## src/hw/rtl/irm_pkg.sv

```systemverilog
package irm_pkg;

  localparam int FRAME_WIDTH_DEF  = 1024;
  localparam int FRAME_HEIGHT_DEF = 512;
  localparam int QUEUE_DEPTH      = 2;

  localparam logic REQ_WRITE = 1'b0;
  localparam logic REQ_REMAP = 1'b1;

  localparam logic [1:0] MODE_NEAREST  = 2'd0;
  localparam logic [1:0] MODE_BILINEAR = 2'd1;
  localparam logic [1:0] MODE_BICUBIC  = 2'd2;

  localparam logic [15:0] ONE_Q14 = 16'd16384;

  typedef logic [3:0][255:0][15:0] cubic_tab_t;

  typedef struct packed {
    logic             is_write;
    logic [1:0]       mode;
    logic [7:0]       pix;
    logic [3:0][9:0]  cols;
    logic [3:0][8:0]  rows;
    logic [3:0][15:0] wx;
    logic [3:0][15:0] wy;
  } irm_entry_t;

  // cubic lagrange weights in q2.14, rounded to nearest, ties away from zero
  function automatic cubic_tab_t cubic_table();
    cubic_tab_t tab;
    longint t, t1, t2, t3, n, mag, q;
    for (int f = 0; f < 256; f++) begin
      t  = longint'(f);
      t1 = t * 65536;
      t2 = t * t * 256;
      t3 = t * t * t;
      for (int k = 0; k < 4; k++) begin
        unique case (k)
          0: n = -2 * t1 + 3 * t2 - t3;
          1: n = 6 * 16777216 - 3 * t1 - 6 * t2 + 3 * t3;
          2: n = 6 * t1 + 3 * t2 - 3 * t3;
          default: n = -t1 + t3;
        endcase
        mag = (n < 0) ? -n : n;
        q = (mag + 3072) / 6144;
        if (n < 0) q = -q;
        tab[k][f] = q[15:0];
      end
    end
    return tab;
  endfunction

  localparam cubic_tab_t CUBIC_TAB = cubic_table();

endpackage

```

## src/hw/rtl/irm_queue.sv

```systemverilog
module irm_queue import irm_pkg::*; (
  input  logic       clk,
  input  logic       rst_n,
  input  logic       push,
  input  irm_entry_t push_data,
  input  logic       pop,
  output irm_entry_t head,
  output logic       empty,
  output logic       full
);

  irm_entry_t entries_r [QUEUE_DEPTH];
  logic [$clog2(QUEUE_DEPTH)-1:0] wr_ptr_r, wr_ptr_nxt, rd_ptr_r, rd_ptr_nxt;
  logic [$clog2(QUEUE_DEPTH+1)-1:0] count_r, count_nxt;

  function automatic logic [$clog2(QUEUE_DEPTH)-1:0] ptr_inc(
    input logic [$clog2(QUEUE_DEPTH)-1:0] p);
    return (int'(p) == QUEUE_DEPTH - 1) ? '0 : p + 1'b1;
  endfunction

  assign empty = (count_r == '0);
  assign full  = (int'(count_r) == QUEUE_DEPTH);
  assign head  = entries_r[rd_ptr_r];

  always_comb begin
    wr_ptr_nxt = push ? ptr_inc(wr_ptr_r) : wr_ptr_r;
    rd_ptr_nxt = pop ? ptr_inc(rd_ptr_r) : rd_ptr_r;
    count_nxt  = count_r + {{($clog2(QUEUE_DEPTH+1)-1){1'b0}}, push}
                 - {{($clog2(QUEUE_DEPTH+1)-1){1'b0}}, pop};
  end

  always_ff @(posedge clk) begin
    if (!rst_n) begin
      wr_ptr_r <= '0;
      rd_ptr_r <= '0;
      count_r  <= '0;
    end else begin
      wr_ptr_r <= wr_ptr_nxt;
      rd_ptr_r <= rd_ptr_nxt;
      count_r  <= count_nxt;
    end
  end

  always_ff @(posedge clk) begin
    if (push) begin
      entries_r[wr_ptr_r] <= push_data;
    end
  end

endmodule

```

## config.mk

```make
export PLATFORM = sky130hd
export DESIGN_NAME = irm_queue
export DESIGN_NICKNAME = d
export VERILOG_FILES = /design/src/hw/rtl/irm_pkg.sv /design/src/hw/rtl/irm_queue.sv
export SDC_FILE = /design/constraint.sdc
export NUM_CORES = 1
export LEC_CHECK = 0
export BUFFER_PORTS_ARGS = -buffer_cell sky130_fd_sc_hd__buf_2
export CAP_MARGIN = 5
export CORE_UTILIZATION = 47
export CTS_CLUSTER_DIAMETER = 80
export CTS_CLUSTER_SIZE = 16
export DETAILED_ROUTE_END_ITERATION = 6
export GPL_TIMING_DRIVEN = 0
export MAX_ROUTING_LAYER = met4
export PLACE_DENSITY_LB_ADDON = 0.1
export SKIP_CTS_REPAIR_TIMING = 1
export SYNTH_ARGS = -nofsm -noshare
export SYNTH_HDL_FRONTEND = slang
export SYNTH_SLANG_ARGS = --single-unit
```

## constraint.sdc

```tcl
create_clock -name clk -period 11.65 [get_ports clk]
set_input_delay 2.33 -clock clk [delete_from_list [all_inputs] [get_ports clk]]
set_output_delay 2.33 -clock clk [all_outputs]
set_load 0.02 [all_outputs]
```

==> metrics.txt <==
Synth Area in Simple Gates 0.00329; final hold violation count 0; # rows 67; Worst Path Required 9.32 ns; layout cells sized above 1 0.610; dpl cells 1585; CP Class flip-flop to output port; complex-gate fraction of the synthesized area 0.000459; hold depth 2; Synth Instances 690; CP max FO 10; Pre-antenna DRT Iters 4; Layout Skew 0.0245 ns; max cap viols 0; Synthesized Nets 911; Synth top area share 0.790; DRC Markers 0; Top Ports 436; FFs w/ async S/R, synth 0; Tcrit/Tclk final 0.372; yosys warns 0; via count 7965; overall routed net length 32700 um; Critical Path Start Type flip-flop; Routed Antenna Nets 0; first-pass GRT wire length 47700 um; Leak 7.91 nW; Die Y 189 um; Netlist cell types 14; grt met1 use 0.206; Starting Density 0.483; dominant cell type by area after synthesis edfxtp_1; # setup viols final 0; die area 35500 um^2; status completed; setup ws final 7.32 ns; WP data arrival 2.00 ns; syn avg cell area 23.7 um^2; Area Growth Syn to Fin 24.0%; fmax 0.231 GHz; Critical Path End Type output port; Reg2Reg Setup Slack 9.41 ns; initial DRC count 363; Clock Tree Root clkbuf_16; XOR/XNOR Fraction of Synth Area 0.00191; clock buffer count from CTS 31; CTS HTree Levels 1; worst hold path type flip-flop to flip-flop; GRT met2 Usage 0.315; busiest layer in global routing met2; Synth Flop Type edfxtp_1; FF+latch count, synth 435; Post-Synth Adder-Cell Area 0.00153; CTS tree yes; Total GRT Usage 0.185; core area 33900 um^2; GR Overflow Total 0; M3 GR Usage 0.0661; Clk Latency, worst-skew pair 0.57 ns; Synth area leaders edfxtp_1, mux2_4, mux2_2, buf_6, dfxtp_1; R2R depth 5; slew at the pin with the worst max-slew slack 0.822 ns; routed len/inst 19.9 um; Post-synth EDFFs 430; most frequent cells after synthesis edfxtp_1, mux2_4, mux2_2; crit path time final 4.33 ns; largest net degree at the start of global routing 63; Worst slew margin 0.451; PD cells 162 nW/um^2; max-slew violation count 0; Num Clock Sinks 435; post-synthesis mux area share 0.182; DPL Wire Length 23400 um; Reg clk slew, reported paths 0.07 ns; nets 1391; reg-to-reg endpoint entries_r[0][103]$_DFFE_PP_; pre-CTS setup slack 7.26 ns; count leader, synth edfxtp_1; HP Start rd_ptr_r$_SDFFE_PN0P_; port bufs 435; Via density 4.84; non-filler cells, final 1644; number of global-route vias before repair 8130; Max Buffers Root-to-Sink 3; worst r2r src wr_ptr_r$_SDFFE_PN0P_; RSZ-0062 raised after global routing false; peak supply drop 118 uV; Die W 189 um; initial antenna violation count 13; Tot Pwr 3.28 mW; fill count 2573; GPL Wtd Cong 0.745; largest family of logic cells by synthesized area multiplexers; Post-Syn Area 16400 um^2; Seq/Total Area, Yosys 0.796
## state kept, by name, indices dropped and copies added, names as in the netlist, named ones only
register and cells:
entries_r 430, wr_ptr_r 1, rd_ptr_r 1, count_r 2
## how the worst max path moves through the flow
stage,slack (ns),end,cells after the start,from
global placement,-0.28,entries_r[0][103]$_DFFE_PP_,2,push
floorplan,3.26,entries_r[0][0]$_DFFE_PP_,1,push
global route,7.21,head[140],5,flip-flop
CTS,7.24,head[140],5,flip-flop
finish,7.32,head[140],5,flip-flop
detailed placement,7.26,entries_r[0][139]$_DFFE_PP_,6,push
## kinds of logic after synthesis
family | Yosys count
flops | 435
mux | 215
xor+xnor | 2
simple gates | 9
fa+ha+maj | 2
buf+inv | 26
compound gates | 1
## stage by stage
stage / instance area, um^2 / util / TNS (ns) / hold WS (ns)
CTS: 20200 / 0.598 / 0 / 0.579
global route: 20300 / 0.599 / 0 / 0.615
floorplan: 16400 / - / 0 / 0.555
detailed placement: 19400 / 0.572 / 0 / 0.571
finish: 20300 / 0.599 / 0 / 0.578
global placement: 19100 / 0.564 / -55.60 / 0.567
## routing by layer
layer  routed length (um)  share of wire
met5                    0              0
met4                  672          0.021
met3                 3110          0.095
met2                16900           0.52
met1                12000           0.37
## where the power goes
| group | internal [mW] | switching (mW) |
|---|---|---|
| Clock | 0.493 | 0.481 |
| Sequential | 1.81 | 0.0179 |
| Combinational | 0.216 | 0.266 |
| Total | 2.52 | 0.765 |
## area by class of cell
cell class | instances | area (um^2) | share of cell area
Antenna cell | 13 | 32.5 | 0.00160
Buffer | 24 | 233 | 0.0115
Clock buffer | 44 | 835 | 0.0412
Clock inverter | 2 | 25.0 | 0.00123
Inverter | 2 | 7.51 | 0.000370
Multi-Input combinational cell | 229 | 3110 | 0.153
Sequential cell | 435 | 13000 | 0.642
Tap cell | 448 | 561 | 0.0276
Timing Repair Buffer | 447 | 2460 | 0.121
## critical path, cell delays in order, from the launching register on
cell	delay (ns)
dfxtp_1	0.33
buf_6	0.15
buf_6	0.22
buf_6	0.23
mux2_4	0.33
buf_2	0.16
## cells in the final DEF (no fill, tap or decap)
master     instances
inv_1              2
buf_16             6
buf_6             18
buf_12             6
mux2_2            65
nor2b_1            3
edfxtp_1         430
buf_2            441
xnor3_1            1
o21a_1             1
dfxtp_1            5
clkbuf_1          12
nor2b_4            1
xor2_1             1
diode_2           13
clkbuf_16         31
inv_6              1
ha_1               2
nor2_1             1
mux2_4           150
clkbuf_8           1
clkinv_8           1
and2_1             3
and2_4             1
No activity file was read; power rests on OpenSTA's default activity.
