$ cat src/hw/rtl/irm_pkg.sv
package irm_pkg;

  localparam int FRAME_WIDTH_DEF  = 1024;
  localparam int FRAME_HEIGHT_DEF = 512;
  localparam int QUEUE_DEPTH      = 2;

  localparam logic REQ_WRITE = 1'b0;
  localparam logic REQ_REMAP = 1'b1;

  localparam logic [1:0] MODE_NEAREST  = 2'd0;
  localparam logic [1:0] MODE_BILINEAR = 2'd1;
  localparam logic [1:0] MODE_BICUBIC  = 2'd2;

  localparam logic [15:0] ONE_Q14 = 16'd16384;

  typedef logic [3:0][255:0][15:0] cubic_tab_t;

  typedef struct packed {
    logic             is_write;
    logic [1:0]       mode;
    logic [7:0]       pix;
    logic [3:0][9:0]  cols;
    logic [3:0][8:0]  rows;
    logic [3:0][15:0] wx;
    logic [3:0][15:0] wy;
  } irm_entry_t;

  // cubic lagrange weights in q2.14, rounded to nearest, ties away from zero
  function automatic cubic_tab_t cubic_table();
    cubic_tab_t tab;
    longint t, t1, t2, t3, n, mag, q;
    for (int f = 0; f < 256; f++) begin
      t  = longint'(f);
      t1 = t * 65536;
      t2 = t * t * 256;
      t3 = t * t * t;
      for (int k = 0; k < 4; k++) begin
        unique case (k)
          0: n = -2 * t1 + 3 * t2 - t3;
          1: n = 6 * 16777216 - 3 * t1 - 6 * t2 + 3 * t3;
          2: n = 6 * t1 + 3 * t2 - 3 * t3;
          default: n = -t1 + t3;
        endcase
        mag = (n < 0) ? -n : n;
        q = (mag + 3072) / 6144;
        if (n < 0) q = -q;
        tab[k][f] = q[15:0];
      end
    end
    return tab;
  endfunction

  localparam cubic_tab_t CUBIC_TAB = cubic_table();

endpackage

$ cat src/hw/rtl/irm_back.sv
module irm_back import irm_pkg::*; #(
  parameter int FRAME_WIDTH  = FRAME_WIDTH_DEF,
  parameter int FRAME_HEIGHT = FRAME_HEIGHT_DEF,
  parameter int AW           = $clog2(FRAME_WIDTH * FRAME_HEIGHT)
) (
  input  logic          clk,
  input  logic          rst_n,
  input  irm_entry_t    head,
  input  logic          empty,
  output logic          pop,
  output logic          ram_we,
  output logic          rd_en,
  output logic [AW-1:0] ram_addr,
  output logic [7:0]    ram_wdata,
  input  logic [7:0]    ram_rdata,
  output logic          out_valid,
  output logic [7:0]    out_pixel
);

  localparam logic [1:0] ST_IDLE  = 2'd0;
  localparam logic [1:0] ST_TAPS  = 2'd1;
  localparam logic [1:0] ST_DRAIN = 2'd2;

  logic [1:0]         state_r, state_nxt;
  irm_entry_t         ent_r, ent_nxt;
  logic [1:0]         i_r, i_nxt, j_r, j_nxt, lo_r, lo_nxt, last_r, last_nxt;
  logic               s1_v_r, s1_v_nxt, s2_v_r, s2_v_nxt;
  logic signed [31:0] wprod_r, wprod_nxt;
  logic signed [18:0] w2_r, w2_nxt;
  logic [7:0]         pix_r;
  logic signed [31:0] acc_r, acc_nxt;
  logic               out_valid_r, out_valid_nxt;
  logic [7:0]         out_pixel_r, out_pixel_nxt;
  logic [31:0]        mag;
  logic [17:0]        q;
  logic [31:0]        v;

  function automatic logic [AW-1:0] pix_addr(input logic [8:0] row, input logic [9:0] col);
    logic [AW-1:0] r, c;
    r = (int'(row) > FRAME_HEIGHT - 1) ? AW'(FRAME_HEIGHT - 1) : AW'(row);
    c = (int'(col) > FRAME_WIDTH - 1) ? AW'(FRAME_WIDTH - 1) : AW'(col);
    return AW'(r * AW'(FRAME_WIDTH)) + c;
  endfunction

  always_comb begin
    state_nxt     = state_r;
    ent_nxt       = ent_r;
    i_nxt         = i_r;
    j_nxt         = j_r;
    lo_nxt        = lo_r;
    last_nxt      = last_r;
    s1_v_nxt      = 1'b0;
    s2_v_nxt      = s1_v_r;
    wprod_nxt     = wprod_r;
    acc_nxt       = acc_r;
    out_valid_nxt = 1'b0;
    out_pixel_nxt = out_pixel_r;
    pop           = 1'b0;
    ram_we        = 1'b0;
    rd_en         = 1'b0;
    ram_addr      = pix_addr(ent_r.rows[i_r], ent_r.cols[j_r]);
    ram_wdata     = head.pix;

    // round the 2-d weight back to q2.14, ties away from zero
    mag    = wprod_r[31] ? 32'(-wprod_r) : 32'(wprod_r);
    q      = 18'((mag + 32'd8192) >> 14);
    w2_nxt = wprod_r[31] ? -$signed({1'b0, q}) : $signed({1'b0, q});

    if (s2_v_r) begin
      acc_nxt = acc_r + 32'(w2_r) * $signed({24'b0, pix_r});
    end

    v = 32'(acc_r);
    if (ent_r.mode == MODE_BILINEAR) begin
      v = (v + 32'd8192) >> 14;
    end else begin
      v = v >> 14;
    end

    unique case (state_r)
      ST_IDLE: begin
        if (!empty) begin
          pop = 1'b1;
          if (head.is_write) begin
            ram_we   = 1'b1;
            ram_addr = pix_addr(head.rows[0], head.cols[0]);
          end else begin
            ent_nxt   = head;
            acc_nxt   = '0;
            state_nxt = ST_TAPS;
            priority if (head.mode == MODE_NEAREST) begin
              lo_nxt = 2'd1; last_nxt = 2'd1;
            end else if (head.mode == MODE_BILINEAR) begin
              lo_nxt = 2'd1; last_nxt = 2'd2;
            end else begin
              lo_nxt = 2'd0; last_nxt = 2'd3;
            end
            i_nxt = lo_nxt;
            j_nxt = lo_nxt;
          end
        end
      end
      ST_TAPS: begin
        rd_en     = 1'b1;
        s1_v_nxt  = 1'b1;
        wprod_nxt = 32'($signed(ent_r.wy[i_r])) * 32'($signed(ent_r.wx[j_r]));
        if (j_r == last_r) begin
          j_nxt = lo_r;
          if (i_r == last_r) begin
            state_nxt = ST_DRAIN;
          end else begin
            i_nxt = i_r + 2'd1;
          end
        end else begin
          j_nxt = j_r + 2'd1;
        end
      end
      ST_DRAIN: begin
        if (!s1_v_r && !s2_v_r) begin
          out_valid_nxt = 1'b1;
          if (acc_r <= 0) begin
            out_pixel_nxt = '0;
          end else begin
            out_pixel_nxt = (v > 32'd255) ? 8'd255 : v[7:0];
          end
          state_nxt = ST_IDLE;
        end
      end
      default: state_nxt = ST_IDLE;
    endcase
  end

  always_ff @(posedge clk) begin
    if (!rst_n) begin
      state_r     <= ST_IDLE;
      s1_v_r      <= 1'b0;
      s2_v_r      <= 1'b0;
      out_valid_r <= 1'b0;
    end else begin
      state_r     <= state_nxt;
      s1_v_r      <= s1_v_nxt;
      s2_v_r      <= s2_v_nxt;
      out_valid_r <= out_valid_nxt;
    end
  end

  always_ff @(posedge clk) begin
    ent_r       <= ent_nxt;
    i_r         <= i_nxt;
    j_r         <= j_nxt;
    lo_r        <= lo_nxt;
    last_r      <= last_nxt;
    wprod_r     <= wprod_nxt;
    w2_r        <= w2_nxt;
    pix_r       <= ram_rdata;
    acc_r       <= acc_nxt;
    out_pixel_r <= out_pixel_nxt;
  end

  assign out_valid = out_valid_r;
  assign out_pixel = out_pixel_r;

endmodule

$ cat config.mk
export PLATFORM = sky130hd
export DESIGN_NAME = irm_back
export DESIGN_NICKNAME = d
export VERILOG_FILES = /design/src/hw/rtl/irm_pkg.sv /design/src/hw/rtl/irm_back.sv
export SDC_FILE = /design/constraint.sdc
export NUM_CORES = 2
export LEC_CHECK = 0
export ABC_CLOCK_PERIOD_IN_PS = 11300
export BUFFER_PORTS_ARGS = -buffer_cell sky130_fd_sc_hd__buf_2
export CORE_ASPECT_RATIO = 1.2
export CORE_MARGIN = 8
export CORE_UTILIZATION = 55
export DETAILED_ROUTE_END_ITERATION = 6
export PLACE_DENSITY = 0.75
export REMOVE_ABC_BUFFERS = 1
export SLEW_MARGIN = 20
export SYNTH_ARGS = -nofsm -noshare
export SYNTH_HDL_FRONTEND = slang
export SYNTH_SLANG_ARGS = --single-unit
$ cat constraint.sdc
create_clock -name clk -period 11.3 [get_ports clk]
set_clock_uncertainty 0.2 [all_clocks]
set_input_delay 1.13 -clock clk [delete_from_list [all_inputs] [get_ports clk]]
set_output_delay 1.13 -clock clk [all_outputs]
set_load 0.02 [all_outputs]
==> flow_summary.yaml <==
synthesis:
  ys_ff_latch: 317
  synthArstFlopShare_pct: 0
  syn_avg_cell_area_sq_um: 10.7
  yosys.area.top_type_share_pct: 27.9
  synthDistinctLibCells: 78
  synth_ff_type: "edfxtp_1"
  synth-edff-count: 253
  yosysSeqAreaShare_pct: 30.1
  ys_warn_count: 0
  syn_area_sq_um: 29500
  yosys-top-cells-area: "fa_1 (28%), edfxtp_1 (26%), inv_1 (6.7%)"
  yosysTopAreaCell: "fa_1"
  synth_cells: 2770
timing:
  worstMarginPinSlew_ns: 1.12
  grt_setup_unrepaired: "false"
  layout_worst_path_cycle_share_pct: 75.5
  fin_crit_ns: 8.53
  finalHoldViolations: 0
  setup-violations-final: 0
  fmax_mhz: 117
  fin_tns_setup_ns: 0
  final-max-slew-violation-count: 0
  slew-limit-headroom_pct: 25.6
cells_and_area:
  nets: 3767
  layout_common_cells: "inv_1 (525), fa_1 (412), nand2_1 (268), edfxtp_1 (253), buf_2 (248)"
  final_common_cell: "inv_1"
  drive_gt1_share_pct: 13.8
  syn2layout_area_growth_pct: 10.1
routing:
  wl_um: 70800
  detail-route-antenna-nets: 0
  drtPass1Iterations: 5
  drcViolationCount: 0
  viasPerCell: 5.48
  num_vias: 20400
  wl_per_cell_um: 19.0
  drtIter0Drc: 1183
clocking:
  cts_tree: "built"
  post_cts_buffers: 0
  holdBufCountCts: 0
  cts_buffers: 35
  root_buffer: "clkbuf_16"
  cts_max_level: 2
  clkTransAtPathRegs_ns: 0.06
  cts_resized: 0
  cts_sinks: 317
  clk_latency_ns: 0.56
  clockBufferDepth: 3
grt:
  grt_antenna_before_repair: 7
  grt_pass1_vias: 22500
  grt_max_degree: 160
  grt.total_usage_pct: 23.5
  grt_overflow: 0
  grt_pass1_wl_um: 115000
die:
  start_util_pct: 55.3
  dieHeight_um: 270
  num_rows: 93
  coreArea_sq_um: 53400
  dieArea_sq_um: 61400
  num_io_pins: 265
  die_w_um: 228
placement:
  dp_hpwl_um: 56300
  place_congestion: 0.927
  port_buffers: 248
run:
  max-cap-violations: 0
critical_path:
  end_kind: "flop"
  worstPathRequired_ns: 11.36
  critPathMaxFanout: 15
  start_kind: "flop"
  path_class: "reg2reg"
  cp.arrival_ns: 8.59
min_path:
  worst_hold_path_type: "reg2reg"
status:
  status: "completed"
==> path summary, 6_finish.rpt <==
kind	startpoint	to	slack (ns)	depth (start not counted)
max	j_r[0]	wprod_r[31]	2.77	24
min	s1_v_r	s2_v_r	0.32	1
min reg2reg	s1_v_r	s2_v_r	0.32	1
max reg2reg	j_r[0]	wprod_r[31]	2.77	24
==> layer usage <==
| layer | vias up | track usage [%] | share of wire (%) | routed length (um) |
|---|---|---|---|---|
| met3 | 164 | 3.76 | 4.9 | 3490 |
| met5 | - | 0 | 0 | 0 |
| met2 | 632 | 43.1 | 53 | 37700 |
| li1 | 9333 | - | - | - |
| met1 | 10300 | 26.7 | 38 | 26700 |
| met4 | 0 | 9.58 | 4.2 | 2960 |
==> state kept, by name, indices dropped and copies added, names as in the netlist, 2 cells and up <==
register,cells
wprod_r,32
acc_r,32
pix_r,8
last_r,2
w2_r,19
out_pixel,8
j_r,2
i_r,2
ent_r,206
state_r,2
==> layout make-up <==
type                    count  area [sq um]
diodes                      7          17.5
clock buffers              43           916
clock inverters            21           204
fillers                  4265         20900
inverters                 527          1990
multi-input cells        1833         18300
flip-flops and latches    317          8880
well taps                 712           891
repair buffers            262          1350
==> kinds of logic (layout without fill, tap and decap cells) <==
group / after synthesis / after routing / share of synthesized area [%]
buffers and inverters: 620 / 853 / 8.08
and+or+nand+nor: 771 / 771 / 12.6
other: 0 / 7 / 0
muxes: 121 / 121 / 5.67
DFF: 317 / 317 / 30.1
xor gates and xnor gates: 110 / 110 / 3.31
AOI/OAI and AO/OA: 266 / 266 / 5.91
adders and majority gates: 565 / 565 / 34.4
==> through the flow <==
stage | std cells | utilization (%) | setup slack [ns] | hold WS [ns] | instance area [sq um]
finish | 3722 | 60.9 | 2.77 | 0.318 | 32500
global route | 3722 | 60.9 | 2.23 | 0.345 | 32500
CTS | 3715 | 60.8 | 2.75 | 0.299 | 32500
detailed placement | 3651 | 58.8 | 2.80 | 0.292 | 31400
global placement | 3651 | 58.8 | 2.94 | 0.282 | 31400
floorplan | 2677 | - | 2.90 | 0.255 | 29100
==> cells in the mapped netlist (4+ instances only) <==
cell type / instances
inv_1: 525
fa_1: 412
nand2_1: 268
edfxtp_1: 253
nor2_1: 188
ha_1: 153
and2_1: 134
xnor2_1: 84
dfxtp_1: 64
a21oi_1: 63
clkbuf_1: 61
mux2i_1: 48
o21ai_0: 42
mux2_2: 40
mux4_2: 33
a21o_1: 30
nand3_1: 27
nor2b_1: 25
o21a_1: 24
xor2_1: 24
nor3_1: 23
a31oi_1: 22
nor4_1: 19
nand4_1: 18
o21ai_1: 16
buf_1: 14
nand2b_1: 13
buf_4: 10
or2_2: 10
a211oi_1: 9
or3_1: 9
and3_1: 8
o31ai_1: 7
buf_2: 6
o211ai_1: 6
a21boi_0: 5
and4_1: 4
nor3b_1: 4
o21bai_1: 4
o31a_1: 4
==> worst max-delay path, cell delays in order, from the launching register on <==
cell and delay, ns:
edfxtp_1 0.74, buf_4 0.39, mux2_2 0.39, o21ai_1 0.70, nor2_1 0.14, fa_1 0.52
inv_1 0.05, fa_1 0.46, fa_1 0.51, inv_1 0.06, fa_1 0.48, fa_1 0.49
inv_1 0.05, fa_1 0.48, inv_1 0.04, ha_1 0.38, nand4_1 0.12, o21ai_0 0.26
o211ai_1 0.23, o311ai_0 0.72, nand3_1 0.20, a31oi_1 0.24, o21ai_0 0.14, a21oi_1 0.16
a31oi_1 0.06
Power is not shown: default switching activity piles up to over one toggle a cycle in this logic, so the estimate is an artifact.
